--- config.mk ---
export PLATFORM = sky130hd
export DESIGN_NAME = fdre_fifo
export DESIGN_NICKNAME = d
export VERILOG_FILES = /design/src/hw/rtl/fdre_fifo.sv
export SDC_FILE = /design/constraint.sdc
export NUM_CORES = 1
export LEC_CHECK = 0
export ABC_CLOCK_PERIOD_IN_PS = 4130
export BUFFER_PORTS_ARGS = -buffer_cell sky130_fd_sc_hd__buf_2
export CELL_PAD_IN_SITES_DETAIL_PLACEMENT = 0
export CELL_PAD_IN_SITES_GLOBAL_PLACEMENT = 2
export CORE_UTILIZATION = 49
export CTS_BUF_LIST = sky130_fd_sc_hd__clkbuf_2 sky130_fd_sc_hd__clkbuf_4 sky130_fd_sc_hd__clkbuf_8
export CTS_CLUSTER_DIAMETER = 30
export DETAILED_ROUTE_END_ITERATION = 7
export PLACE_DENSITY_LB_ADDON = 0.3
export REMOVE_ABC_BUFFERS = 1
export SYNTH_ARGS = -nofsm -noshare
export SYNTH_HDL_FRONTEND = slang
export SYNTH_SLANG_ARGS = --single-unit
--- constraint.sdc ---
create_clock -name clk -period 4.13 [get_ports clk]
set_clock_uncertainty 0.05 [all_clocks]
set_input_delay 0.2065 -clock clk [delete_from_list [all_inputs] [get_ports clk]]
set_output_delay 0.2065 -clock clk [all_outputs]
set_load 0.02 [all_outputs]
--- src/hw/rtl/fdre_fifo.sv ---
// Small flip-flop queue with level, full and empty flags.
// No dependencies.
module fdre_fifo #(
    parameter int WIDTH = 32,
    parameter int DEPTH = 4
) (
    input  logic                       clk,
    input  logic                       rst_n,
    input  logic                       push,
    input  logic [WIDTH-1:0]           wdata,
    input  logic                       pop,
    output logic [WIDTH-1:0]           rdata,
    output logic                       full,
    output logic                       empty,
    output logic [$clog2(DEPTH+1)-1:0] level
);

    localparam int PW = $clog2(DEPTH);
    localparam int LW = $clog2(DEPTH + 1);

    logic [WIDTH-1:0] slot_reg [DEPTH];
    logic [PW-1:0]    wr_ptr_reg;
    logic [PW-1:0]    rd_ptr_reg;
    logic [LW-1:0]    count_reg;
    logic             do_push;
    logic             do_pop;

    assign full    = (count_reg == LW'(DEPTH));
    assign empty   = (count_reg == '0);
    assign level   = count_reg;
    assign rdata   = slot_reg[rd_ptr_reg];
    assign do_push = push && !full;
    assign do_pop  = pop && !empty;

    function automatic logic [PW-1:0] wrap_inc(input logic [PW-1:0] p);
        return (p == PW'(DEPTH - 1)) ? '0 : p + 1'b1;
    endfunction

    always_ff @(posedge clk)
    begin
        if (do_push)
        begin
            slot_reg[wr_ptr_reg] <= wdata;
        end
    end

    always_ff @(posedge clk or negedge rst_n)
    begin
        if (!rst_n)
        begin
            wr_ptr_reg <= '0;
            rd_ptr_reg <= '0;
            count_reg  <= '0;
        end
        else
        begin
            if (do_push)
            begin
                wr_ptr_reg <= wrap_inc(wr_ptr_reg);
            end
            if (do_pop)
            begin
                rd_ptr_reg <= wrap_inc(rd_ptr_reg);
            end
            if (do_push && !do_pop)
            begin
                count_reg <= count_reg + 1'b1;
            end
            else if (do_pop && !do_push)
            begin
                count_reg <= count_reg - 1'b1;
            end
        end
    end

endmodule

==> results.cfg, run 1 <==
[flow_run]
drv_cap = 0

[route]
dr.pass1.iters = 4
viasPerCell = 5.09
routedWlPerCell_um = 17.8
final_antenna_net_count = 0
drc = 0
drt_first_iter_violations = 99
drt-total-wl_um = 8320
num_vias = 2379

[sta]
worst_hold_slack_ns = 0.0875
hold_violations = 0
finalSetupViolations = 0
max-slew-margin-rel_pct = 33.3
period_minus_slack_ns = 2.70
worst_pin_slew_ns = 1.00
rsz0062_at_grt = no
fin_crit_sh_pct = 65.3
setup_tns_ns = 0
fmax_ghz = 0.371
slew_violations = 0

[logic_synthesis]
synth.top_cell.area_share_pct = 76.0
synth_common_cells = edfxtp_1 (128), mux4_2 (32), dfrtp_1 (7), ha_1 (6)
synthXorXnorAreaFrac_pct = 0.520
synth_area_mm2 = 0.00506
synth-simple-area-share_pct = 1.21
synth_compound_area_share_pct = 0.396
async_reset_ff_share_pct = 5.19
synth_area_leaders = edfxtp_1 (76%), mux4_2 (14%), dfrtp_1 (3.5%)
synth.mux.area_fraction_pct = 15.3
synthAdderAreaFrac_pct = 1.88
synth.most_common_cell = edfxtp_1
yosysTopAreaCell = edfxtp_1
ys_seq_elements = 135
syn_inst = 205
synth_top_family_by_area = multiplexers
synthFlopType = edfxtp_1
synth_edf_count = 128
ys_seq_area_share_pct = 79.5
synth_warnings = 0
synth_cell_types = 20
syn_area_per_cell_um2 = 24.7

[setup_path]
reg2reg_to = slot_reg[0][12]
critical_path_class = reg -> out
rrSetupSlack_ns = 1.81
reg2reg_depth = 3
critPathMaxFanout = 31
reg2reg_from = level[2]
crit_path_start_kind = flip-flop
crit_path_end_kind = output port
crit_arrival_ns = 2.44
required_ns = 3.87

[die]
coreArea_mm2 = 0.00991
die_area_mm2 = 0.0107
rows = 36
initial_utilization_pct = 51.0
die_x_um = 104
die_h_um = 104
ios = 73

[placed_design]
place_inst = 402
gp_congestion = 0.719
dpl_cell_area_mm2 = 0.00555
port_buffers = 72
dpl.hpwl_um = 4670

[layout]
instances_no_fill = 467
fillers = 703
diodes = 0
fin_nets = 364
final_area_mm2 = 0.00627
seq_area_mm2 = 0.00402
area_growth_pct = 24.1
largest_reg_flops = 128
drive_gt1_share_pct = 43.7
multi_input_area_um2 = 981

[clock_tree]
clock_sinks = 135
cts_buffer_depth = 2
post-cts-setup-buffers = 0
cts_tree = built
insertion_delay_ns = 0.42
htree_levels = 4
cts_buffers = 17
cts_root_buffer = clkbuf_8
clkTransAtPathRegs_ns = 0.07

[global_route]
grt_pass1_vias = 2530
antenna_found_initial = 0
grt_max_degree = 35
grt_overflow = 0
grt_use_total_pct = 16.9
grt_pass1_wl_um = 13100

[power_and_ir_drop]
power_mw = 4.42
p_leak_nw = 2.21
power.density_mw_per_mm2 = 704
peakVddDrop_v = 0.000480

[status]
status = finished, final reports clean

[hold_path]
hold_class = in -> async
-- worst max path at each step --
stage | slack, ns | from | cells after the start | endpoint
floorplan | 1.72 | rd_ptr_reg[0] | 1 | rdata[0]
global placement | 1.80 | rd_ptr_reg[0] | 3 | rdata[13]
detailed placement | 1.78 | rd_ptr_reg[0] | 3 | rdata[0]
CTS | 1.30 | rd_ptr_reg[0] | 3 | rdata[0]
global route | 1.21 | rd_ptr_reg[0] | 3 | rdata[3]
finish | 1.43 | rd_ptr_reg[0] | 3 | rdata[0]
-- worst max-delay path: stages, from the launching register on --
cell and delay (ns):
dfrtp_2 1.03, buf_4 0.31, mux4_2 0.50, buf_2 0.17
-- cell type report --
class | instances | share of cell area [%]
Clock buffer | 17 | 3.73
Clock inverter | 15 | 2.57
Sequential cell | 135 | 64.1
Inverter | 3 | 0.179
Multi-Input combinational cell | 58 | 15.6
Tap cell | 133 | 2.65
Timing Repair Buffer | 106 | 11.1
-- layer usage --
layer | share of wire [%] | track usage (%) | vias to the layer above
li1 | - | - | 1094
met1 | 42 | 20.5 | 1223
met2 | 52 | 27.9 | 53
met3 | 4.5 | 5.98 | 9
met4 | 0.96 | 6.52 | 0
met5 | 0 | 0 | -
-- cells by family after synthesis --
kind of cell / Yosys count
flip-flops: 135
multiplexers: 36
XOR/XNOR: 3
buffers and inverters: 12
AO/OA/AOI/OAI: 2
AND/OR/NAND/NOR: 10
adder cells (fa/ha/maj): 7
-- repair_timing --
item                                    CTS  global route
hold buffers                             33             0
endpoints found under the setup margin    0             0
resized for setup                         0             0
hold endpoints to repair                135             0
-- placed cells by master, fill, tap and decap left out, types with 3 or more instances in the layout --
cell type and instances:
clkinv_2 4, dlygate4sd3_1 33, clkbuf_8 17, and2_2 4
clkinvlp_4 3, buf_2 72, edfxtp_1 128, ha_1 6
clkinv_1 3, bufinv_16 3, inv_1 3, mux4_2 32
dfrtp_1 5
-- stage by stage --
step	util [%]	worst slack, ns
after floorplan	-	1.72
after global placement	56.0	1.80
after detailed placement	56.0	1.78
after CTS	63.3	1.30
after global routing	63.3	1.21
final	63.3	1.43
-- power breakdown --
| part | total [mW] | internal [mW] | switching, mW |
|---|---|---|---|
| Clock | 1.07 | 0.586 | 0.479 |
| Combinational | 1.30 | 0.607 | 0.691 |
| Sequential | 2.06 | 1.82 | 0.238 |
No activity file was read; power rests on OpenSTA's default activity.
==> run 2: changes to the inputs <==
--- a/config.mk
+++ b/config.mk
@@ -5,11 +5,11 @@
 export SDC_FILE = /design/constraint.sdc
 export NUM_CORES = 1
 export LEC_CHECK = 0
-export ABC_CLOCK_PERIOD_IN_PS = 4130
+export ABC_CLOCK_PERIOD_IN_PS = 2600
 export BUFFER_PORTS_ARGS = -buffer_cell sky130_fd_sc_hd__buf_2
 export CELL_PAD_IN_SITES_DETAIL_PLACEMENT = 0
 export CELL_PAD_IN_SITES_GLOBAL_PLACEMENT = 2
-export CORE_UTILIZATION = 49
+export CORE_UTILIZATION = 46
 export CTS_BUF_LIST = sky130_fd_sc_hd__clkbuf_2 sky130_fd_sc_hd__clkbuf_4 sky130_fd_sc_hd__clkbuf_8
 export CTS_CLUSTER_DIAMETER = 30
 export DETAILED_ROUTE_END_ITERATION = 7
==> constraint.sdc (replaced) <==
create_clock -name clk -period 2.6 [get_ports clk]
set_clock_uncertainty 0.05 [all_clocks]
set_input_delay 0.13 -clock clk [delete_from_list [all_inputs] [get_ports clk]]
set_output_delay 0.13 -clock clk [all_outputs]
set_load 0.02 [all_outputs]
==> results.cfg, run 2 (synthesized netlist as in run 1, its figures left out) <==
[status]
status = finished, final reports clean

[die]
die_area_mm2 = 0.0114
die_h_um = 107
coreArea_mm2 = 0.0105
ios = 73
die_x_um = 107
rows = 37
initial_utilization_pct = 48.1

[layout]
area_growth_pct = 27.1
drive_gt1_share_pct = 44.7
diodes = 0
fin_nets = 372
fillers = 763
multi_input_area_um2 = 981
largest_reg_flops = 128
final_cell_mix = edfxtp_1 (128), buf_2 (72), dlygate4sd3_1 (35)
final_common_cell = edfxtp_1
seq_area_mm2 = 0.00402
final_area_mm2 = 0.00642

[sta]
worst_pin_slew_ns = 0.863
hold_violations = 0
period_minus_slack_ns = 2.16
setup_slack_ns = 0.435
fin_crit_sh_pct = 83.3
slew_violations = 0
setup_tns_ns = 0
finalSetupViolations = 0
rsz0062_at_grt = no
fmax_ghz = 0.462
max-slew-margin-rel_pct = 42.5

[setup_path]
cp_cell_sequence = mux4_2 > buf_2
crit_arrival_ns = 1.98
required_ns = 2.42
critPathMaxFanout = 34
slowest_delay_ns = 0.94
crit_path_end_kind = output port
rrSetupSlack_ns = 0.44
slowest_stage = dfrtp_2
crit_path_start_kind = flip-flop
cpLargestDelayFamily = flip-flops
critical_path_class = reg -> out
cp_num_buf_inv = 1

[power_and_ir_drop]
seqPwrFrac_pct = 43.4
p_switching_mw = 2.25
p_leak_nw = 2.28
p_int_mw = 4.98
pwr-share-clk_pct = 25.1
peakVddDrop_v = 0.000574
power.density_mw_per_mm2 = 1120
p_comb_share_pct = 31.5
swShare_pct = 31.1
power_mw = 7.22

[route]
drt_first_iter_violations = 82
viasPerCell = 5.10
drc = 0
wl_met3_um = 363
met2WireLength_um = 4230
num_vias = 2437
maxUsedRoutingLayer = met4
met1Wirelength_um = 3510
routedWlPerCell_um = 17.2
drt-total-wl_um = 8220
final_antenna_net_count = 0
dr.pass1.iters = 4

[global_route]
antenna_found_initial = 0
grt_pass1_vias = 2629
grt_pass1_wl_um = 13100
grt_use_total_pct = 16.0
grt_overflow = 0
grt_max_degree = 35

[clock_tree]
cts_buffers = 17
ctsResizeCount = 0
post-cts-setup-buffers = 0
htree_levels = 4
cts_tree = built
cts_buffer_depth = 2
cts_root_buffer = clkbuf_8
insertion_delay_ns = 0.42
clock_sinks = 135
clkTransAtPathRegs_ns = 0.07
cts_hold_buf = 35

[placed_design]
dpl_cell_area_mm2 = 0.00565
dpl.hpwl_um = 4910
port_buffers = 72
pre_cts_ws_ns = 0.450
gp_congestion = 0.666

[flow_run]
drv_cap = 0

[hold_path]
hold_class = in -> reg
## run 2: cell type report
class | instances | area share (%)
tap | 136 | 2.65
inverter | 3 | 0.175
clock inverter | 13 | 2.78
timing repair buffer | 114 | 12.7
clock buffer | 19 | 3.88
sequential | 135 | 62.6
multi-input combinational | 58 | 15.3
## run 2: per-stage QoR
| stage | cells | hold WS, ns | util (%) |
|---|---|---|---|
| after detailed placement | 411 | -0.0701 | 53.7 |
| after global placement | 411 | -0.0719 | 53.7 |
| after floorplan | 196 | -0.216 | - |
| after global routing | 478 | 0.231 | 61.1 |
| after CTS | 478 | 0.159 | 61.1 |
| final | 478 | 0.188 | 61.1 |
## run 2: metal layers
metal / global-route usage [%] / up-vias
li1: - / 1109
met1: 19.2 / 1246
met2: 26.4 / 68
met3: 5.23 / 14
met4: 7.24 / 0
met5: 0 / -
## run 2: path summary, 6_finish.rpt
path / start / endpoint / depth (start not counted)
worst min-delay path: push / wr_ptr_reg[1] / 4
worst max-delay path: rd_ptr_reg[1] / rdata[13] / 2
worst min register to register: level[2] / level[2] / 1
max in group asynchronous: rst_n / rd_ptr_reg[1] / 3
min in group asynchronous: rst_n / level[0] / 3
worst max register to register: level[0] / level[2] / 7
## run 2: power by group through the flow
| stage | sequential (mW) | combinational (mW) | clock (mW) |
|---|---|---|---|
| after detailed placement | 3.19 | 2.29 | 0 |
| after CTS | 3.14 | 2.33 | 1.85 |
| final | 3.13 | 2.28 | 1.81 |
| after floorplan | 3.24 | 1.42 | 0 |
| after global placement | 3.17 | 2.28 | 0 |
| after global routing | 3.18 | 2.45 | 1.95 |
## run 2: worst register-to-register path, delay by kind of cell (launching register included)
family | cells | cell delay, ns
flops | 1 | 0.48
buf+inv | 1 | 0.06
xor+xnor | 2 | 0.33
compound gates | 1 | 0.41
simple gates | 1 | 0.11
fa+ha+maj | 2 | 0.63
