File: src/hw/rtl/fdre_pkg.sv
// Package for the frame delta run encoder: record kinds, command codes,
// register map constants and the structs passed between the front and back ends.
// No dependencies.
package fdre_pkg;

    localparam logic CMD_LOAD   = 1'b0;
    localparam logic CMD_ENCODE = 1'b1;

    localparam logic [1:0] KIND_START  = 2'd0;
    localparam logic [1:0] KIND_DATA   = 2'd1;
    localparam logic [1:0] KIND_LENGTH = 2'd2;
    localparam logic [1:0] KIND_TOTAL  = 2'd3;

    localparam int          FRAME_WORDS_W     = 21;
    localparam int          RUN_BYTES_W       = 23;
    localparam int          TOTAL_BYTES_W     = 24;
    localparam logic [20:0] FRAME_WORDS_RESET = 21'd1048576;

    // register index taken from paddr[2]
    localparam logic REG_FRAME_WORDS = 1'b0;

    localparam int OP_QUEUE_DEPTH  = 4;
    localparam int OUT_QUEUE_DEPTH = 2;

    // classified word, front end to back end
    typedef struct packed {
        logic        cmd;
        logic        changed;
        logic        last;
        logic [31:0] word;
        logic [31:0] offset;
    } op_t;

    // one output record
    typedef struct packed {
        logic [1:0]  kind;
        logic [31:0] value;
        logic        final_of_item;
    } rec_t;

endpackage

File: src/hw/rtl/fdre_back.sv
// Back end: keeps the run and total byte state and expands each classified
// word into its records, one record per cycle while the result queue has room. Uses fdre_pkg.
module fdre_back
    import fdre_pkg::*;
(
    input  logic clk,
    input  logic rst_n,
    input  logic op_valid,
    input  op_t  op,
    output logic op_pop,
    input  logic out_full,
    output logic rec_push,
    output rec_t rec
);

    // record slots in emission order: bit 0 start, 1 data, 2 length, 3 total
    logic                     active_reg;
    logic [3:0]               rem_reg;
    logic                     run_open_reg;
    logic [RUN_BYTES_W-1:0]   run_bytes_reg;
    logic [TOTAL_BYTES_W-1:0] total_bytes_reg;

    logic                     is_start;
    logic                     is_data;
    logic [3:0]               new_mask;
    logic [3:0]               mask;
    logic [3:0]               sel;
    logic [3:0]               rest;
    logic                     done;
    logic [RUN_BYTES_W-1:0]   run_after;
    logic [RUN_BYTES_W-1:0]   length_val;
    logic [TOTAL_BYTES_W-1:0] total_after;

    assign is_start = (op.cmd == CMD_ENCODE) && op.changed && !run_open_reg;
    assign is_data  = (op.cmd == CMD_ENCODE) && op.changed;

    always_comb
    begin
        if (op.cmd == CMD_LOAD)
        begin
            new_mask = 4'b0000;
        end
        else
        begin
            new_mask = {op.last,
                        op.changed ? op.last : run_open_reg,
                        op.changed,
                        is_start};
        end
    end

    assign mask = active_reg ? rem_reg : new_mask;
    assign sel  = mask & (~mask + 4'd1);
    assign rest = mask & ~sel;

    assign run_after   = is_start ? RUN_BYTES_W'(4) : run_bytes_reg + RUN_BYTES_W'(4);
    assign length_val  = op.changed ? run_after : run_bytes_reg;
    assign total_after = total_bytes_reg
                       + (is_start ? TOTAL_BYTES_W'(8) : '0)
                       + (is_data ? TOTAL_BYTES_W'(4) : '0);

    assign rec_push = op_valid && (mask != '0) && !out_full;
    assign done     = op_valid && ((mask == '0) || (rec_push && (rest == '0)));
    assign op_pop   = done;

    always_comb
    begin
        rec.final_of_item = (rest == '0);
        case (sel)
            4'b0001:
            begin
                rec.kind  = KIND_START;
                rec.value = op.offset;
            end
            4'b0010:
            begin
                rec.kind  = KIND_DATA;
                rec.value = op.word;
            end
            4'b0100:
            begin
                rec.kind  = KIND_LENGTH;
                rec.value = 32'(length_val);
            end
            default:
            begin
                rec.kind  = KIND_TOTAL;
                rec.value = 32'(total_after);
            end
        endcase
    end

    always_ff @(posedge clk or negedge rst_n)
    begin
        if (!rst_n)
        begin
            active_reg      <= 1'b0;
            rem_reg         <= '0;
            run_open_reg    <= 1'b0;
            run_bytes_reg   <= '0;
            total_bytes_reg <= '0;
        end
        else
        begin
            if (done)
            begin
                active_reg <= 1'b0;
                if (op.cmd == CMD_LOAD)
                begin
                    run_open_reg    <= 1'b0;
                    run_bytes_reg   <= '0;
                    total_bytes_reg <= '0;
                end
                else
                begin
                    run_open_reg    <= op.changed && !op.last;
                    run_bytes_reg   <= (op.changed && !op.last) ? run_after : '0;
                    total_bytes_reg <= op.last ? '0 : total_after;
                end
            end
            else if (rec_push)
            begin
                active_reg <= 1'b1;
                rem_reg    <= rest;
            end
        end
    end

    a_head_held: assert property (@(posedge clk) disable iff (!rst_n)
        active_reg |-> op_valid)
        else $error("queue head left while its records were pending");

    a_rem_nonzero: assert property (@(posedge clk) disable iff (!rst_n)
        active_reg |-> (rem_reg != '0))
        else $error("active word with no pending records");

    a_final_pops: assert property (@(posedge clk) disable iff (!rst_n)
        (rec_push && rec.final_of_item) |-> op_pop)
        else $error("last record emitted without retiring the word");

endmodule

File: config.mk
export PLATFORM = sky130hd
export DESIGN_NAME = fdre_back
export DESIGN_NICKNAME = d
export VERILOG_FILES = /design/src/hw/rtl/fdre_pkg.sv /design/src/hw/rtl/fdre_back.sv
export SDC_FILE = /design/constraint.sdc
export NUM_CORES = 1
export LEC_CHECK = 0
export BUFFER_PORTS_ARGS = -buffer_cell sky130_fd_sc_hd__clkbuf_2
export CORE_MARGIN = 4
export CORE_UTILIZATION = 49
export CTS_CLUSTER_DIAMETER = 100
export DETAILED_ROUTE_END_ITERATION = 7
export HOLD_SLACK_MARGIN = 0.08
export PLACE_DENSITY_LB_ADDON = 0.15
export SYNTH_ARGS = -nofsm -noshare
export SYNTH_HDL_FRONTEND = slang
export SYNTH_SLANG_ARGS = --single-unit
File: constraint.sdc
create_clock -name clk -period 2.6 [get_ports clk]
set_clock_uncertainty 0.15 [all_clocks]
set_input_delay 0.26 -clock clk [delete_from_list [all_inputs] [get_ports clk]]
set_output_delay 0.26 -clock clk [all_outputs]
set_load 0.1 [all_outputs]
==> results of run 1 <==
[how the worst max path moves through the flow]
| stage | start | cells after the start | to | slack (ns) |
|---|---|---|---|---|
| floorplan | run_open_reg | 9 | rec[23] | -1.17 |
| global placement | run_open_reg | 10 | rec[16] | -0.10 |
| detailed placement | op[66] | 12 | rec[16] | -0.16 |
| CTS | run_open_reg | 11 | rec[14] | -0.36 |
| global route | run_open_reg | 11 | rec[17] | -0.57 |
| finish | run_open_reg | 12 | rec[9] | -0.50 |
[synth_stat cells (4+ instances only)]
master | number | area share
xnor2_1 | 7 | 0.015
nand2_1 | 37 | 0.033
nand2b_1 | 15 | 0.022
nand4_1 | 10 | 0.015
xor2_1 | 14 | 0.029
a22oi_1 | 7 | 0.012
o211ai_1 | 4 | 0.0071
clkbuf_1 | 38 | 0.034
o21ai_1 | 7 | 0.0083
o31ai_1 | 39 | 0.070
nor2_1 | 17 | 0.015
a221oi_1 | 5 | 0.010
inv_1 | 16 | 0.014
a22o_1 | 11 | 0.023
a31oi_1 | 8 | 0.012
a21oi_1 | 20 | 0.024
dfrtp_1 | 50 | 0.30
and3_1 | 5 | 0.0074
nor4_1 | 7 | 0.010
nand3_1 | 27 | 0.032
o31ai_2 | 4 | 0.012
nor3_1 | 15 | 0.018
a222oi_1 | 11 | 0.026
o21ai_0 | 76 | 0.090
[through the flow]
stage	setup WS, ns	TNS, ns	area (µm²)	hold WS [ns]
finish	-0.4978	-6.954	6614	0.1881
global route	-0.5671	-9.029	6614	0.2101
CTS	-0.3606	-6.111	6449	0.1869
detailed placement	-0.1571	-0.8788	6150	0.03769
global placement	-0.1050	-0.2925	6150	0.03017
floorplan	-1.171	-5.589	4506	-0.1856
[worst reg2reg max path: stages (launching register included)]
cell      delay, ns
dfrtp_1        0.39
nand3b_1       0.19
inv_2          0.10
buf_6          0.10
fa_2           0.23
nand3_4        0.14
nor4_4         0.18
buf_6          0.16
nand4_1        0.17
buf_4          0.20
a211o_1        0.24
a32o_1         0.20
[layout by cell type (no fill, tap or decap), types with 13 or more instances in the layout]
cell type,netlist,layout
buf_4,1,96
clkbuf_2,0,71
o21ai_0,76,65
dfrtp_1,50,48
o31ai_1,39,39
buf_12,0,36
nand2_1,37,35
nand3_1,27,23
nor2_1,17,15
inv_1,16,14
nand2b_1,15,13
a21oi_1,20,13
[routing by layer]
layer / up-vias / global-route usage
met5: - / 0
met3: 57 / 0.05952
met4: 0 / 0.1057
met2: 332 / 0.5656
li1: 2379 / -
met1: 2619 / 0.4252
[final cells by class]
| type | instances | area (µm²) |
|---|---|---|
| multi-input cells | 411 | 3144 |
| repair buffers | 212 | 1911 |
| fillers | 470 | 1685 |
| inverters | 16 | 63.81 |
| clock buffers | 8 | 110.1 |
| well taps | 105 | 131.4 |
| flip-flops and latches | 50 | 1254 |
[what timing repair did]
item                                    in CTS  in global routing
endpoints found under the hold margin       12                  0
pin swaps                                   16                 12
buffers inserted                            10                 11
resized for setup                           21                 19
endpoints found under the setup margin      21                 25
hold buffers                                 1                  0
[power by group through the flow]
stage	sequential [mW]	clock (mW)	combinational (mW)
final	0.865	0.550	2.17
after global routing	0.872	0.584	2.23
after CTS	0.862	0.550	2.13
after detailed placement	0.878	0	2.11
after global placement	0.876	0	2.09
after floorplan	0.861	0	1.33
[cell families after synthesis]
group | synth area share
muxes | 0.01250
AOI/OAI and AO/OA | 0.3723
xor gates and xnor gates | 0.04375
adders and majority gates | 0.01369
and+or+nand+nor | 0.1970
DFF | 0.2976
buffers and inverters | 0.06310
==> summary.md, run 1 <==
| Metric | Value |
|---|---|
| Top_reg_cell synth | dfrtp_1 |
| Htree depth | 2 |
| Ports | 108 |
| Worst slew pin tran | 0.7718 ns |
| FP Rows | 33 |
| Vias in the first global route | 5,261 |
| Yosys reg bits | 50 |
| Minimum clock period | 3.098 ns |
| Sequential-to-total area share from yosys stat | 0.2976 |
| Syn avg cell area | 8.023 µm² |
| Post-synth net total | 599 |
| Maximum clock path buffer count | 2 |
| Routability cong. | 0.9317 |
| Comb pwr share | 0.605 |
| Critical-path cell list | nand3b_1 -> inv_2 -> buf_6 -> fa_2 -> nand3_4 -> buf_6 -> nor2_2 -> xor2_1 -> a222oi_1 -> buf_4 -> o21ai_4 -> buf_12 |
| FF-to-FF path depth | 11 |
| Crit Path Category | reg2out |
| Area Growth Syn to Fin | 57.32% |
| Inserted Clock Buffers | 5 |
| DP HPWL | 12,180 µm |
| Power density cells | 542.0 mW/mm² |
| Top sig layer | met4 |
| Root buffer cell | clkbuf_8 |
| Worst relative slew slack | 0.4789 |
| Final core utilization | 0.7969 |
| Met1 WL | 6495 µm |
| Hold depth | 4 |
| Fin nets | 771 |
| Max VDD drop | 404.7 µV |
| Fmax | 322.8 MHz |
| Final Cycle Share | 1.191 |
| Routed Antenna Nets | 0 |
| Vias post-DR | 5,387 |
| Req. time, crit path | 2.19 ns |
| Layout cells sized above 1 | 0.4175 |
| Yosys warnings | 0 |
| CTS clk-pin slew, worst paths | 0.10 ns |
| CP Max Fanout | 5 |
| Core ar. | 0.008299 mm² |
| Failing checks | negative setup slack |
| Starting density of the core | 0.5066 |
| Worst Hold Endpoint | rem_reg[1] |
| Slowest CP cell | fa_2 |
| # setup viols final | 20 |
| Sequential power share | 0.241 |
| Initial antenna violation count | 0 |
| Wirelength per Cell | 21.67 µm |
| Number of distinct library cells after synthesis | 64 |
| # diodes | 0 |
| Tot Pwr | 3.585 mW |
| Unrepaired setup endpoints after global routing | true |
| WP data arrival | 2.69 ns |
| CTS tree | built |
| R2R Setup Slk | 0.06 ns |
| Avg Vias per Cell | 6.717 |
| Initial DRC Count | 598 |
| MaxCap Viol Count | 0 |
| Max FFs per register | 23 |
| Crit-path max cell delay | 0.41 ns |
| Clk pwr share | 0.153 |
| Met3 routed WL | 1493 µm |
| Metal2 WL | 8885 µm |
| Fin. max-slew vios | 0 |
| Total wire length | 17,380 µm |
| Post-synthesis instance area | 0.004204 mm² |
| Status | finished, violations left |
| Post-Synthesis Cells | 524 |
| Final Hold Fails | 0 |
| CTS sink count | 50 |
| FF-to-FF Start | run_open_reg |
| Cells after DPL | 773 |
| Die Y | 100.6 µm |
| Worst-Skew Late Latency | 0.31 ns |
| Crit. End Element | primary output |
| Gr ovfl total | 0 |
| PortBufs | 107 |
| Finished Layout Cells | 802 |
| Leak pwr | 2.876 nW |
| Async SR Flop Fraction | 1.000 |
| Chip Width | 100.6 µm |
| Post-synth EDFFs | 0 |
| Top delay family on crit path | buffers and inverters |
| Crit-path most repeated cell | buf_6 |
| Nature of the critical path startpoint | flip-flop |
| GRT Total Usage | 0.3319 |
| First-pass GRT wire length | 26,990 µm |
| Hold Startpoint | out_full |
| Sw Share | 0.4887 |
| Worst hold path class | in2reg |
| WP buf/inv | 5 |
| Sw Pwr | 1.752 mW |
| Int Power | 1.833 mW |
| # DRC | 0 |
| Fin worst setup slack | -0.4978 ns |
| Largest net degree at the start of global routing | 44 |
| RR Endpoint | total_bytes_reg[20] |
| DR pass1 iterations | 6 |
| Die area | 0.01013 mm² |
Note: power is estimated with default switching activity, not from simulation.
==> run 2, diff against run 1 <==
==> constraint.sdc (replaced) <==
create_clock -name clk -period 2.6 [get_ports clk]
set_clock_uncertainty 0.15 [all_clocks]
set_input_delay 0.39 -clock clk [delete_from_list [all_inputs] [get_ports clk]]
set_output_delay 0.39 -clock clk [all_outputs]
set_load 0.1 [all_outputs]
==> run 2 against run 1 <==
Compared with the run above:
- the run still ends with negative setup slack left
- sequential power barely moved
- non-clock buffer count rose by 34
- utilization rose by 6.1 points
- critical path depth fell by 1
- global-route usage rose by 1.4 points
- die area did not move
- wire length rose by 17%
- first-iteration DRC count rose by 33%
- combinational power rose by 13%
- cell count rose by 4.2%
- clock power fell by 9.8%
- worst setup slack got worse by 0.23 ns
- largest power group unchanged
- highest routed layer is now met5
==> summary.md, run 2 (same netlist as run 1, synthesis figures left out) <==
| Metric | Value |
|---|---|
| Fin. max-slew vios | 0 (unchanged) |
| DR pass1 iterations | 6 (unchanged) |
| Avg Vias per Cell | 7.023 (was 6.717) |
| Worst hold path class | in2reg (unchanged) |
| Commonest non-fill, non-tap cell in the layout | buf_4 (unchanged) |
| GRT Total Usage | 0.3460 (was 0.3319) |
| # fillers | 395 (was 470) |
| RR Endpoint | total_bytes_reg[20] (unchanged) |
| First-pass GRT wire length | 27,940 µm (was 26,990 µm) |
| Maximum clock path buffer count | 2 (unchanged) |
| Setup TNS | -12.06 ns (was -6.954 ns) |
| Area Growth Syn to Fin | 69.43% (was 57.32%) |
| CTS clk-pin slew, worst paths | 0.10 ns (about the same) |
| Ports | 108 (unchanged) |
| FF-to-FF path depth | 11 (unchanged) |
| Final Cycle Share | 1.280 (was 1.191) |
| FF-to-FF Start | run_open_reg (unchanged) |
| Vias in the first global route | 5,401 (was 5,261) |
| R2R Setup Slk | -0.10 ns (was 0.06 ns) |
| Finished Layout Cells | 836 (was 802) |
| Crit Path Category | reg2out (unchanged) |
| Die Y | 100.6 µm (unchanged) |
| # diodes | 0 (unchanged) |
| Max FFs per register | 23 (unchanged) |
| Most frequent cells in the layout | 126 x buf_4, 70 x clkbuf_2, 64 x o21ai_0 (was 96 x buf_4, 71 x clkbuf_2, 65 x o21ai_0) |
| Failing checks | negative setup slack (unchanged) |
| # DRC | 0 (unchanged) |
| CTS tree | built (unchanged) |
| Worst slew pin tran | 0.7624 ns (was 0.7718 ns) |
| WP data arrival | 2.79 ns (was 2.69 ns) |
| Root buffer cell | clkbuf_8 (unchanged) |
| Vias post-DR | 5,871 (was 5,387) |
| Initial antenna violation count | 1 (was 0) |
| CP Max Fanout | 4 (was 5) |
| Crit. End Element | primary output (unchanged) |
| Largest net degree at the start of global routing | 51 (was 44) |
| Worst relative slew slack | 0.4853 (was 0.4789) |
| Layout cells sized above 1 | 0.4788 (was 0.4175) |
| Final Hold Fails | 0 (unchanged) |
| Die area | 0.01013 mm² (unchanged) |
| CTS sink count | 50 (unchanged) |
| Fmax | 300.4 MHz (was 322.8 MHz) |
| Critical path destination | rec[14] (was rec[9]) |
| Power density cells | 536.1 mW/mm² (was 542.0 mW/mm²) |
| Total wire length | 20,290 µm (was 17,380 µm) |
| Inserted Clock Buffers | 5 (unchanged) |
| Placed Area | 0.006495 mm² (was 0.006150 mm²) |
| Htree depth | 2 (unchanged) |
| Status | finished, violations left (unchanged) |
| MaxCap Viol Count | 0 (unchanged) |
| Pre-CTS WS | -0.3850 ns (was -0.1571 ns) |
| Wirelength per Cell | 24.27 µm (was 21.67 µm) |
| Routability cong. | 0.9273 (was 0.9317) |
| Design area | 0.007123 mm² (was 0.006614 mm²) |
| Core ar. | 0.008299 mm² (unchanged) |
| Cells after DPL | 809 (was 773) |
| Unrepaired setup endpoints after global routing | true (unchanged) |
| FP Rows | 33 (unchanged) |
| Crit. Startpoint | run_open_reg (unchanged) |
| Minimum clock period | 3.328 ns (was 3.098 ns) |
| Fin nets | 805 (was 771) |
| Req. time, crit path | 2.06 ns (was 2.19 ns) |
| Max VDD drop | 382.2 µV (was 404.7 µV) |
| Chip Width | 100.6 µm (unchanged) |
| PortBufs | 107 (unchanged) |
| Worst-Skew Late Latency | 0.32 ns (was 0.31 ns) |
| Starting density of the core | 0.5066 (unchanged) |
| Routed Antenna Nets | 0 (unchanged) |
| Initial DRC Count | 797 (was 598) |
| DP HPWL | 12,770 µm (was 12,180 µm) |
| Leak pwr | 3.119 nW (was 2.876 nW) |
| Gr ovfl total | 0 (unchanged) |
| Fin worst setup slack | -0.7284 ns (was -0.4978 ns) |
| Nature of the critical path startpoint | flip-flop (unchanged) |
| # setup viols final | 35 (was 20) |
run 2: cell types whose count changed in the layout (fill, tap and decap cells not counted), moves of 5 or more:
cell,delta
o21ai_4,+5
a22o_1,-8
o21ai_2,-5
buf_4,+30
a22o_4,+8
run 2: how the worst min path moves through the flow:
stage,from,end,cells past startpoint
after CTS,out_full,rem_reg[1],4
after global placement,total_bytes_reg[12],total_bytes_reg[12],1
after floorplan,rst_n,active_reg,0
final,out_full,rem_reg[1],4
after detailed placement,total_bytes_reg[23],total_bytes_reg[23],1
after global routing,out_full,rem_reg[1],4
run 2: where the power goes:
group	switching (mW)	internal, mW	total (mW)
clock network	0.281	0.216	0.496
registers	0.0542	0.812	0.867
logic	1.55	0.902	2.46
total	1.89	1.93	3.82
run 2: metal layers:
layer | vias to the layer above | track usage | wire, µm
li1 | 2458 | - | -
met2 | 504 | 0.5696 | 9690
met5 | - | 0 | 12
met1 | 2755 | 0.4511 | 6880
met3 | 152 | 0.05882 | 2320
met4 | 2 | 0.1378 | 1385
run 2: per-stage QoR:
step           utilization  total power [mW]  hold WS (ns)
2_1_floorplan            -             2.228      -0.05559
3_3_place_gp        0.7826             3.073        0.3559
3_5_place_dp        0.7826             3.105        0.3504
4_1_cts             0.8186             3.621        0.2980
5_1_grt             0.8583             3.903        0.3490
6_report            0.8583             3.819        0.2953
run 2: what timing repair did:
action | CTS | global route
buffers inserted | 10 | 13
gates resized for setup | 27 | 49
endpoints found under the setup margin | 33 | 36
hold endpoints to repair | 48 | 0
hold buffers | 1 | 0
pin swaps | 15 | 24
run 2: cell type report:
class	instances	area [µm²]	share of cell area
clock buffer	7	86.33	0.01212
clock inverter	1	5.005	0.0007026
inverter	16	63.81	0.008958
multi-input combinational	411	3391	0.4760
sequential	50	1252	0.1758
tap	105	131.4	0.01844
timing repair buffer	246	2193	0.3079
run 2: worst max-delay path: stages, from the launching register on:
cell and delay [ns]:
dfrtp_1 0.39, nand3b_1 0.24, inv_2 0.13, ha_1 0.26, a21oi_4 0.18, buf_6 0.14
nor4_4 0.04, buf_4 0.15, xor2_1 0.14, a222oi_1 0.44, o21ai_2 0.16, buf_12 0.20
